**src/hdl/fpfl_pkg.sv**
```systemverilog
// ----------------------------------------------------------------------------
// Pool allocator package
// Shared widths, operation and status codes, and the word types passed
// between the channel stage and the allocator core.
// ----------------------------------------------------------------------------
package fpfl_pkg;

  localparam int POOL_SIZE = 256;
  localparam int IDX_W     = 8;
  localparam int CNT_W     = 9;
  localparam int KIND_W    = 2;
  localparam int STAT_W    = 2;

  // Largest pool a reset can build: indices are IDX_W bits wide
  localparam int IDX_SPAN  = 1 << IDX_W;
  localparam int POOL_CAP  = (POOL_SIZE < IDX_SPAN) ? POOL_SIZE : IDX_SPAN;
  localparam logic [CNT_W-1:0] POOL_CAP_C  = CNT_W'(POOL_CAP);
  localparam logic [CNT_W-1:0] CNT_RESET_C = CNT_W'(256);

  typedef enum logic [KIND_W-1:0] {
    KIND_ALLOC = 2'd0,
    KIND_FREE  = 2'd1,
    KIND_RESET = 2'd2
  } kind_t;

  typedef enum logic [STAT_W-1:0] {
    ST_OK     = 2'd0,
    ST_EMPTY  = 2'd1,
    ST_DOUBLE = 2'd2,
    ST_RANGE  = 2'd3
  } status_t;

  typedef struct packed {
    logic [KIND_W-1:0] kind;
    logic [IDX_W-1:0]  entry_index;
  } item_t;

  typedef struct packed {
    logic [IDX_W-1:0]  granted_index;
    logic [STAT_W-1:0] status;
    logic [CNT_W-1:0]  active_count;
    logic [CNT_W-1:0]  free_count;
  } result_t;

endpackage

```
**src/hdl/fpfl_in_if.sv**
```systemverilog
// ----------------------------------------------------------------------------
// Request channel
// Valid/ready channel carrying one allocate, free or pool reset word.
// ----------------------------------------------------------------------------
interface fpfl_in_if import fpfl_pkg::*; ();
  logic              valid;
  logic              ready;
  logic [KIND_W-1:0] kind;
  logic [IDX_W-1:0]  entry_index;

  modport source (output valid, kind, entry_index, input ready);
  modport sink   (input valid, kind, entry_index, output ready);
endinterface

```
**src/hdl/fpfl_out_if.sv**
```systemverilog
// ----------------------------------------------------------------------------
// Response channel
// Valid/ready channel carrying one result word per request.
// ----------------------------------------------------------------------------
interface fpfl_out_if import fpfl_pkg::*; ();
  logic              valid;
  logic              ready;
  logic [IDX_W-1:0]  granted_index;
  logic [STAT_W-1:0] status;
  logic [CNT_W-1:0]  active_count;
  logic [CNT_W-1:0]  free_count;

  modport source (output valid, granted_index, status, active_count, free_count,
                  input ready);
  modport sink   (input valid, granted_index, status, active_count, free_count,
                  output ready);
endinterface

```
**src/hdl/fpfl_core.sv**
```systemverilog
// ----------------------------------------------------------------------------
// Pool allocator core
// Holds the free list (link memory, head, prefetched head link), the
// never-used watermark and the in-use bits; executes one word per fire.
// ----------------------------------------------------------------------------
module fpfl_core import fpfl_pkg::*; (
  input  logic                clk,
  input  logic                rst_n,
  input  logic                fire,
  input  item_t               item,
  input  logic [CNT_W-1:0]    entry_count,
  output result_t             res
);

  // Link memory: written on every push, so no unwritten link is followed
  logic [IDX_W-1:0] link_mem [POOL_SIZE];

  logic [IDX_W-1:0]     head_r, head_nxt;
  logic [IDX_W-1:0]     head_link_r;
  logic                 nonempty_r, nonempty_nxt;
  logic [CNT_W-1:0]     wm_r, wm_nxt;
  logic [CNT_W-1:0]     active_r, active_nxt;
  logic [CNT_W-1:0]     limit_r, limit_nxt;
  logic [POOL_SIZE-1:0] in_use_r, in_use_nxt;

  logic                 mem_we;
  logic [IDX_W-1:0]     mem_waddr;
  logic [IDX_W-1:0]     mem_wdata;
  logic [IDX_W-1:0]     mem_raddr;
  logic [IDX_W-1:0]     grant;
  status_t              status;

  // Execute the word against the current state
  always_comb begin
    head_nxt   = head_r;
    wm_nxt     = wm_r;
    active_nxt = active_r;
    limit_nxt  = limit_r;
    in_use_nxt = in_use_r;
    mem_we     = 1'b0;
    mem_waddr  = item.entry_index;
    mem_wdata  = nonempty_r ? head_r : '0;
    grant      = '0;
    status     = ST_OK;
    unique case (item.kind)
      KIND_ALLOC: begin
        priority if (nonempty_r) begin
          grant            = head_r;
          head_nxt         = head_link_r;
          in_use_nxt[grant] = 1'b1;
          active_nxt       = CNT_W'(active_r + 1'b1);
        end else if (wm_r < limit_r) begin
          grant            = wm_r[IDX_W-1:0];
          wm_nxt           = CNT_W'(wm_r + 1'b1);
          in_use_nxt[grant] = 1'b1;
          active_nxt       = CNT_W'(active_r + 1'b1);
        end else begin
          status = ST_EMPTY;
        end
      end
      KIND_FREE: begin
        priority if ({1'b0, item.entry_index} >= limit_r) begin
          status = ST_RANGE;
        end else if (!in_use_r[item.entry_index]) begin
          status = ST_DOUBLE;
        end else begin
          mem_we                       = 1'b1;
          head_nxt                     = item.entry_index;
          in_use_nxt[item.entry_index] = 1'b0;
          active_nxt                   = CNT_W'(active_r - 1'b1);
        end
      end
      KIND_RESET: begin
        head_nxt   = '0;
        wm_nxt     = '0;
        active_nxt = '0;
        in_use_nxt = '0;
        limit_nxt  = (entry_count > POOL_CAP_C) ? POOL_CAP_C : entry_count;
      end
      default: begin
        // unused code: no change
      end
    endcase
    nonempty_nxt = wm_nxt > active_nxt;
    mem_raddr    = fire ? head_nxt : head_r;
  end

  // Result word
  always_comb begin
    res.granted_index = grant;
    res.status        = status;
    res.active_count  = active_nxt;
    res.free_count    = CNT_W'(limit_nxt - active_nxt);
  end

  // Control state
  always_ff @(posedge clk) begin
    if (!rst_n) begin
      head_r     <= '0;
      nonempty_r <= 1'b0;
      wm_r       <= '0;
      active_r   <= '0;
      limit_r    <= '0;
      in_use_r   <= '0;
    end else if (fire) begin
      head_r     <= head_nxt;
      nonempty_r <= nonempty_nxt;
      wm_r       <= wm_nxt;
      active_r   <= active_nxt;
      limit_r    <= limit_nxt;
      in_use_r   <= in_use_nxt;
    end
  end

  // Link memory write, and prefetch of the link behind the next head
  always_ff @(posedge clk) begin
    if (fire && mem_we) begin
      link_mem[mem_waddr] <= mem_wdata;
    end
    if (fire && mem_we && (mem_waddr == mem_raddr)) begin
      head_link_r <= mem_wdata;
    end else begin
      head_link_r <= link_mem[mem_raddr];
    end
  end

`ifndef SYNTH
  a_active_le_limit: assert property (@(posedge clk) disable iff (!rst_n)
    active_r <= limit_r)
    else $error("active count exceeds pool size");

  a_wm_le_limit: assert property (@(posedge clk) disable iff (!rst_n)
    (wm_r <= limit_r) && (active_r <= wm_r))
    else $error("watermark out of order with active count or pool size");

  a_nonempty_track: assert property (@(posedge clk) disable iff (!rst_n)
    nonempty_r == (wm_r > active_r))
    else $error("free list flag disagrees with counts");

  a_grant_marks_in_use: assert property (@(posedge clk) disable iff (!rst_n)
    fire && (item.kind == KIND_ALLOC) && (status == ST_OK)
    |=> in_use_r[$past(grant)])
    else $error("granted entry not marked in use");
`endif

endmodule

```
**src/hdl/fixed_pool_free_list_allocator.sv**
```systemverilog
// Path: accepted words pass the request register, core and response register in order.
// Throughput: one request word per cycle; a waiting response stalls the core, and the
// request register then takes at most one more word. The link prefetch register feeds
// back-to-back pops.
// Reset: synchronous active-low rst_n empties the pool (size 0 until a pool
// reset request) and sets the entry count register to 256; no clearing pass.
// ----------------------------------------------------------------------------
// Fixed pool free list allocator
// Request register, allocator core and response register with valid/ready
// channels and a single entry count configuration register.
// ----------------------------------------------------------------------------
module fixed_pool_free_list_allocator import fpfl_pkg::*; (
  input  logic             clk,
  input  logic             rst_n,
  input  logic             cfg_wr_en,
  input  logic [CNT_W-1:0] cfg_wr_data,
  fpfl_in_if.sink          in_ch,
  fpfl_out_if.source       out_ch
);

  logic [CNT_W-1:0] entry_count_r;
  logic             s1_valid_r;
  item_t            s1_item_r;
  logic             out_valid_r;
  result_t          out_word_r;
  result_t          res;
  logic             adv;
  logic             fire;
  logic             in_acc;

  assign adv         = !out_valid_r || out_ch.ready;
  assign fire        = s1_valid_r && adv;
  assign in_ch.ready = !s1_valid_r || adv;
  assign in_acc      = in_ch.valid && in_ch.ready;

  // Configuration register
  always_ff @(posedge clk) begin
    if (!rst_n) begin
      entry_count_r <= CNT_RESET_C;
    end else if (cfg_wr_en) begin
      entry_count_r <= cfg_wr_data;
    end
  end

  // Request register
  always_ff @(posedge clk) begin
    if (!rst_n) begin
      s1_valid_r <= 1'b0;
    end else if (in_ch.ready) begin
      s1_valid_r <= in_ch.valid;
    end
  end

  always_ff @(posedge clk) begin
    if (in_acc) begin
      s1_item_r.kind        <= in_ch.kind;
      s1_item_r.entry_index <= in_ch.entry_index;
    end
  end

  fpfl_core u_core (
    .clk         (clk),
    .rst_n       (rst_n),
    .fire        (fire),
    .item        (s1_item_r),
    .entry_count (entry_count_r),
    .res         (res)
  );

  // Response register: advance when empty or taken
  always_ff @(posedge clk) begin
    if (!rst_n) begin
      out_valid_r <= 1'b0;
    end else if (adv) begin
      out_valid_r <= s1_valid_r;
    end
  end

  always_ff @(posedge clk) begin
    if (fire) begin
      out_word_r <= res;
    end
  end

  assign out_ch.valid         = out_valid_r;
  assign out_ch.granted_index = out_word_r.granted_index;
  assign out_ch.status        = out_word_r.status;
  assign out_ch.active_count  = out_word_r.active_count;
  assign out_ch.free_count    = out_word_r.free_count;

endmodule
```
**src/flat_wrapper.sv**
```systemverilog
// flat-port wrapper written by rule: the top's interface ports become plain ports
module fixed_pool_free_list_allocator_flat import fpfl_pkg::*;
  (clk, rst_n, cfg_wr_en, cfg_wr_data, in_ch_valid, in_ch_kind, in_ch_entry_index, in_ch_ready, out_ch_valid, out_ch_granted_index, out_ch_status, out_ch_active_count, out_ch_free_count, out_ch_ready);
  fpfl_in_if in_ch_i ();
  fpfl_out_if out_ch_i ();
  input  logic clk;
  input  logic rst_n;
  input  logic cfg_wr_en;
  input  logic [CNT_W-1:0] cfg_wr_data;
  input wire logic [$bits(in_ch_i.valid)-1:0] in_ch_valid;
  input wire logic [$bits(in_ch_i.kind)-1:0] in_ch_kind;
  input wire logic [$bits(in_ch_i.entry_index)-1:0] in_ch_entry_index;
  output wire logic [$bits(in_ch_i.ready)-1:0] in_ch_ready;
  output wire logic [$bits(out_ch_i.valid)-1:0] out_ch_valid;
  output wire logic [$bits(out_ch_i.granted_index)-1:0] out_ch_granted_index;
  output wire logic [$bits(out_ch_i.status)-1:0] out_ch_status;
  output wire logic [$bits(out_ch_i.active_count)-1:0] out_ch_active_count;
  output wire logic [$bits(out_ch_i.free_count)-1:0] out_ch_free_count;
  input wire logic [$bits(out_ch_i.ready)-1:0] out_ch_ready;
  assign in_ch_i.valid = in_ch_valid;
  assign in_ch_i.kind = in_ch_kind;
  assign in_ch_i.entry_index = in_ch_entry_index;
  assign in_ch_ready = in_ch_i.ready;
  assign out_ch_valid = out_ch_i.valid;
  assign out_ch_granted_index = out_ch_i.granted_index;
  assign out_ch_status = out_ch_i.status;
  assign out_ch_active_count = out_ch_i.active_count;
  assign out_ch_free_count = out_ch_i.free_count;
  assign out_ch_i.ready = out_ch_ready;
  fixed_pool_free_list_allocator u_core (.clk(clk), .rst_n(rst_n), .cfg_wr_en(cfg_wr_en), .cfg_wr_data(cfg_wr_data), .in_ch(in_ch_i), .out_ch(out_ch_i));
endmodule
```
**config.mk**
```make
export PLATFORM = sky130hd
export DESIGN_NAME = fixed_pool_free_list_allocator_flat
export DESIGN_NICKNAME = d
export VERILOG_FILES = /design/src/hdl/fpfl_pkg.sv /design/src/hdl/fpfl_in_if.sv /design/src/hdl/fpfl_out_if.sv /design/src/hdl/fpfl_core.sv /design/src/hdl/fixed_pool_free_list_allocator.sv /design/src/flat_wrapper.sv
export SDC_FILE = /design/constraint.sdc
export NUM_CORES = 2
export LEC_CHECK = 0
export CAP_MARGIN = 20
export CORE_MARGIN = 2
export CORE_UTILIZATION = 45
export CTS_CLUSTER_DIAMETER = 30
export DETAILED_ROUTE_END_ITERATION = 12
export DONT_BUFFER_PORTS = 1
export GPL_TIMING_DRIVEN = 0
export PLACE_DENSITY_LB_ADDON = 0.05
export SKIP_CTS_REPAIR_TIMING = 1
export SYNTH_ARGS = -nofsm -noshare
export SYNTH_HDL_FRONTEND = slang
export SYNTH_SLANG_ARGS = --single-unit
```
**constraint.sdc**
```tcl
create_clock -name clk -period 12.35 [get_ports clk]
set_input_delay 2.47 -clock clk [delete_from_list [all_inputs] [get_ports clk]]
set_output_delay 2.47 -clock clk [all_outputs]
set_load 0.005 [all_outputs]
```
# Yosys cells after proc, flatten, opt, wreduce, memory -nomap -nowiden
# Memories as Yosys holds them, arrays and structs flattened. A register that Yosys moved wholly into a read port is not among the register bits.
# Cells that the tools add are included.
[totals] register_bits=341 ram_bits=2048 in_bits=24 output_inout_bits=30 wordCells=93 n_memories=1
[classes] add_sub_neg=4 order_cmp=10 eq_ne=5 muxes=41 bitwise=4 reduce_logical=13
[memory_table] name="u_core.u_core.link_mem" depth=256 width=8 read_ports=1 rd_clocked_by_memory_dff=1 wr=1 line="fpfl_core.sv:16" text="logic [IDX_W-1:0] link_mem [POOL_SIZE];"
[ops] operator="256-bit two-way mux" n=4
[ops] operator="256-bit case mux with 3 select lines" n=1
[ops] operator="256-bit OR" n=2
[ops] operator="256-bit bitwise AND" n=1
[ops] operator="256-bit NOT" n=1
[ops] operator="9-bit two-way mux" n=8
[ops] operator="8-bit two-way mux" n=7
[ops] operator="8-bit by 9-bit less-than comparator with 1-bit output (second input constant)" n=3
[ops] operator="9-bit case mux with 3 select lines" n=1
[ops] operator="1-bit demux with 8-bit select" n=3
[ops] operator="8-bit by 1-bit >= comparator with 1-bit output (second input constant)" n=3
[ops] operator="8-bit case mux with 3 select lines" n=1
[ops] operator="9-bit by 1-bit adder with 9-bit output (second input constant)" n=2
[ops] operator="9-bit case mux with 2 select lines" n=1
[ops] operator="1-bit two-way mux" n=11
[ops] operator="8-bit by 9-bit >= comparator with 1-bit output" n=1
[ops] operator="9-bit greater-than comparator" n=1
[ops] operator="9-bit greater-than comparator (second input constant)" n=1
[ops] operator="9-bit less-than comparator" n=1
[ops] operator="9-bit by 1-bit subtractor with 9-bit output (second input constant)" n=1
[ops] operator="9-bit subtractor" n=1
[ops] operator="1-bit binary-select mux with 8-bit select" n=1
[ops] operator="1-bit logical AND" n=6
[ops] operator="5-bit AND reduction" n=1
[ops] operator="other kinds (10)" n=14

# Logic depth before layout (Yosys ltp)
[depth] depth_word=9 mapped_depth=27 ltp_nobuf=23

# Modules after synthesis
# From an unflattened synthesis, not the netlist that was laid out.
[hier_totals] hier_cells=5690 area_unflattened_um2=101168.3
[modules_own_cells] module="fpfl_core" instances=1 cells_per_inst=5614 area_per_inst_um2=99604.3 seq_area_each_um2=67504.7
[modules_own_cells] module="fixed_pool_free_list_allocator" instances=1 cells_per_inst=76 area_per_inst_um2=1564.0 seq_area_each_um2=1361.3

# Worst setup path after synthesis
# OpenSTA, ideal clock, no wires.
[synth_path] path_kind="register -> register" from="register u_core.u_core.nonempty_r" to="memory u_core.u_core.link_mem[0][1], data pin" setup_ns=1.396 t_arrival_ns=6.814 required_ns=10.954 path_slack_ns=4.141 stages_incl_launch_ff=5 n_path_buf=2 synth_period_minus_slack_ns=8.209 cell_sequence="dfxtp_1 -> clkbuf_1 -> inv_2 -> clkbuf_1 -> nor2_1"
[synth_between] elab_chain_len=1
[synth_lines] element="from (decl)" line="fpfl_core.sv:20" text="logic nonempty_r, nonempty_nxt;"
[synth_lines] element="from (signal assigned)" line="fpfl_core.sv:107" text="nonempty_r <= nonempty_nxt;"
[synth_lines] element="8-bit two-way mux" line="fpfl_core.sv:42" text="mem_wdata = nonempty_r ? head_r : '0;"
[synth_lines] element="via u_core.u_core.mem_wdata[1]" line="fpfl_core.sv:28" text="logic [IDX_W-1:0] mem_wdata;"
[synth_lines] element="to (decl)" line="fpfl_core.sv:16"
# The timed path passes the listed nets, and every way through them passes these cells.

# Worst setup path in the final report
[layout_path] from="register u_core.s1_item_r[0] in the netlist's numbering" to="memory u_core.u_core.link_mem[85][3], enable pin"
[layout_between] elab_chain_len=8 elab_cells_between_ends=9
[layout_lines] element="from (decl)" line="fixed_pool_free_list_allocator.sv:23" text="item_t s1_item_r;"
[layout_lines] element="1-bit binary-select mux with 8-bit select" line="fpfl_core.sv:64" text="end else if (!in_use_r[item.entry_index]) begin"
[layout_lines] element="1-bit two-way mux (implied by the code)" line="fpfl_core.sv:64"
[layout_lines] element="1-bit two-way mux" line="fpfl_core.sv:64"
[layout_lines] element="1-bit two-way mux" line="fpfl_core.sv:62" text="priority if ({1'b0, item.entry_index} >= limit_r) begin"
[layout_lines] element="1-bit two-way mux" line="fpfl_core.sv:45" text="unique case (item.kind)"
[layout_lines] element="1-bit logical AND"
[layout_lines] element="1-bit two-way mux" line="fpfl_core.sv:117" text="if (fire && mem_we) begin"
[layout_lines] element="1-bit two-way mux (implied by the code)" line="fpfl_core.sv:118" text="link_mem[mem_waddr] <= mem_wdata;"
# Parallel ways exist; a longest one is shown, timed or not. The select of a mux whose other input is x is not followed.

==> metrics.csv <==
stage;metric;value;unit
setup_path;crit path kind;flop to flop;
clocking;Reg clk slew, reported paths;0.04;ns
clocking;CTS H-Tree Depth;6;
floorplan;num rows;174;
finish;final core utilization;0.559;
logic_synthesis;register area share after synthesis;0.678;
sta;Final Max Slew Viols;0;
logic_synthesis;syn avg cell area;16.8;um^2
power;PwrDens;189;nW/um^2
logic_synthesis;EDFF count, synth;2086;
setup_path;critical path endpoint category;flop;
detailed_routing;violation count after the first detailed-route iteration;8911;
clocking;CTS Buffer Depth;4;
setup_path;reg-to-reg endpoint;u_core.u_core.link_mem[85][3];
floorplan;DIE AREA;229000;um^2
global_route;GR Overflow Total;0;
setup_path;FF-to-FF Start;u_core.s1_item_r[0];
floorplan;Die H;479;um
sta;Hold Worst Slack;0.491;ns
sta;pin slew with the least headroom to its limit;1.35;ns
logic_synthesis;most used flip-flop cell after synthesis;edfxtp_1;
logic_synthesis;#FFs+latches synth;2397;
detailed_routing;vias per cell;6.38;
setup_path;Setup crit start;u_core.s1_item_r[0];
global_route;vias in the first global route;64000;
place;HPWL Detailed;244;mm
run;max cap viols;0;
logic_synthesis;synthesized cell area;101000;um^2
sta;skew final;0.0517;ns
clocking;root buffer cell;clkbuf_16;
logic_synthesis;post-synthesis cell count;6050;
detailed_routing;routed wire length;361;mm
worst_hold_path;min-delay worst type;flop to flop;
sta;Max Freq;0.128;GHz
clocking;clk_lat worst skew;0.95;ns
setup_path;worst endpoint data arrival time;8.36;ns
detailed_routing;final routed DRC violation total;0;
finish;Final nets;6774;
place;routability cong.;1.01;
logic_synthesis;post-synth cell types;82;
floorplan;Initial Utilization;0.452;
clocking;Sink Count;2397;
setup_path;Worst Path Max Fanout;10;
setup_path;Critical Path End;u_core.u_core.link_mem[85][3];
logic_synthesis;post-synth top area cell;edfxtp_1;
floorplan;core box area;224000;um^2
sta;Rel. slew slack;0.103;
outcome;status;finished, final reports clean;
finish;Layout Area Growth over Synthesis;23.7;%
setup_path;Crit path required time;12.91;ns
finish;layout cell share with drive strength beyond 1;0.265;
detailed_routing;Pre-antenna DRT Iters;6;
sta;RSZ-0062 raised after global routing;false;
global_route;all-layer global routing usage;0.311;
power;Design Power;23.7;mW
power;Leakage;44.4;nW
logic_synthesis;syn_nets;6117;
sta;final hold viol count;0;
setup_path;worst r2r path cells;16;
floorplan;die span in x;479;um
global_route;initial antenna violation count;15;
place;Area after DPL;107000;um^2
sta;fin crit period;7.80;ns
setup_path;R2R setup slack;4.55;ns
detailed_routing;WL/cell;35.6;um
power;Max IR drop VDD;0.000164;V
setup_path;CP startpoint kind;flop;
place;Port Buf Inserts;0;
sta;fin crit share;0.632;
global_route;largest net degree at the start of global routing;85;
sta;Setup-failing EPs final;0;
floorplan;IO Count;54;
clocking;CTS tree;built;
finish;post-route cell area;126000;um^2
logic_synthesis;Post-synth ARST share;0;
logic_synthesis;Ys Warns;0;
logic_synthesis;top-area cell type share of the netlist area;0.617;
detailed_routing;DR vias;64700;
clocking;CTS buffer count;544;
logic_synthesis;top cells by area, synth;edfxtp_1 (62%), mux4_2 (16%), dfxtp_1 (6.1%);
detailed_routing;antenna viol nets, final;0;
global_route;first-pass GRT wire length;499;mm
[per-layer routing]
layer	global-route usage	vias up	share of wire
li1	-	26400	-
met1	0.412	33600	0.40
met2	0.481	3724	0.46
met3	0.0752	1015	0.085
met4	0.159	8	0.056
met5	0.00186	-	0.00032
[logic make-up (layout without fill, tap and decap cells)]
kind of cell               Yosys count  after routing  synth area share
AOI/OAI and AO/OA                 1250           1250            0.0811
other                                0              7                 0
adders and majority gates           43             43           0.00537
xor gates and xnor gates             7              7          0.000604
DFF                               2397           2397             0.678
buffers and inverters              594           1677            0.0248
and+or+nand+nor                    964            964            0.0416
muxes                              795            795             0.168
[per-stage QoR]
stage | cells | setup TNS [ns] | setup slack [ns]
CTS | 10100 | 0 | 4.44
finish | 10100 | 0 | 4.55
detailed placement | 9139 | 0 | 4.46
floorplan | 6050 | 0 | 4.14
global placement | 9042 | -4602.79 | -5.16
global route | 10100 | 0 | 4.23
[cells in the final DEF (no fill, tap or decap), types with 71 or more instances in the layout]
cell / count
a21oi_1: 224
nand2_1: 151
clkbuf_16: 563
clkbuf_1: 450
o22ai_1: 184
edfxtp_1: 2086
nor2_1: 514
nor3_1: 107
dfxtp_1: 311
clkinv_2: 80
o21ai_0: 402
a22oi_1: 79
buf_2: 116
mux4_2: 727
clkinv_1: 71
a311oi_1: 179
[critical path, stage by stage, from the launching register on]
cell      delay, ns
edfxtp_1       0.44
buf_2          0.36
buf_2          0.41
inv_2          0.37
buf_2          0.61
nor2_1         0.12
nor2_1         0.17
o22ai_1        0.25
nor3_1         1.02
o32ai_4        0.24
nor2_4         0.25
nand2_1        0.10
buf_2          0.26
nor2_2         0.38
nand3_1        0.92
buf_2          0.63
nor2_1         0.80
[cell usage after synthesis (all sizes together), types with 3 or more instances]
cell and number:
edfxtp 2086, mux4 727, nor2 520, o21ai 411, clkbuf 388, dfxtp 311, a21oi 225, o22ai 184
a311oi 179, buf 165, nand2 152, nor3 110, a22oi 79, o221a 78, mux2i 64, nand3 45
ha 42, nor2b 42, inv 40, and2 19, nand2b 14, nor3b 13, and3 12, a32oi 11
a21o 10, or3 10, o211a 9, nand4 8, nor4 8, o211ai 8, nand3b 7, o31ai 7
a31oi 6, xnor2 5, a211oi 4, a221oi 4, mux2 4, o21a 4, o2bb2ai 3, o311ai 3
[worst min-delay path by stage]
stage,start,to,depth (start not counted)
after floorplan,u_core.u_core.limit_r[3],u_core.u_core.limit_r[3],1
after global placement,u_core.u_core.limit_r[6],u_core.u_core.limit_r[6],2
after detailed placement,u_core.u_core.limit_r[3],u_core.u_core.limit_r[3],1
after CTS,u_core.u_core.limit_r[7],u_core.u_core.limit_r[7],2
after global routing,u_core.u_core.limit_r[3],u_core.u_core.limit_r[3],1
final,u_core.u_core.limit_r[7],u_core.u_core.limit_r[7],2
[power breakdown]
part | total (mW) | switching (mW) | internal (mW)
clock | 14.2 | 4.51 | 9.71
sequential | 8.74 | 0.0163 | 8.73
combinational | 0.730 | 0.535 | 0.195
[flip-flops by register name, summed over array words and instances (netlist names), named ones only]
signal and cells:
u_core.u_core.active_r 9, u_core.out_ch.status 2, u_core.u_core.wm_r 9, u_core.s1_item_r 10, u_core.out_ch.valid 1, u_core.u_core.head_r 8, u_core.out_ch.free_count 9, u_core.u_core.link_mem 2048
u_core.u_core.limit_r 9, u_core.out_ch.active_count 9, u_core.entry_count_r 9, u_core.u_core.in_use_r 256, u_core.s1_valid_r 1, u_core.u_core.nonempty_r 1, u_core.out_ch.granted_index 8
[area by class of cell]
class	count	area, um^2
antenna	7	17.5
buffer	553	2380
clock buffer	657	14600
clock inverter	315	3540
fill	17600	98900
inverter	41	154
multi-input combinational	3059	30200
sequential	2397	68900
tap	2992	3740
timing repair buffer	111	2060
Power figures use the tool's default switching activity.
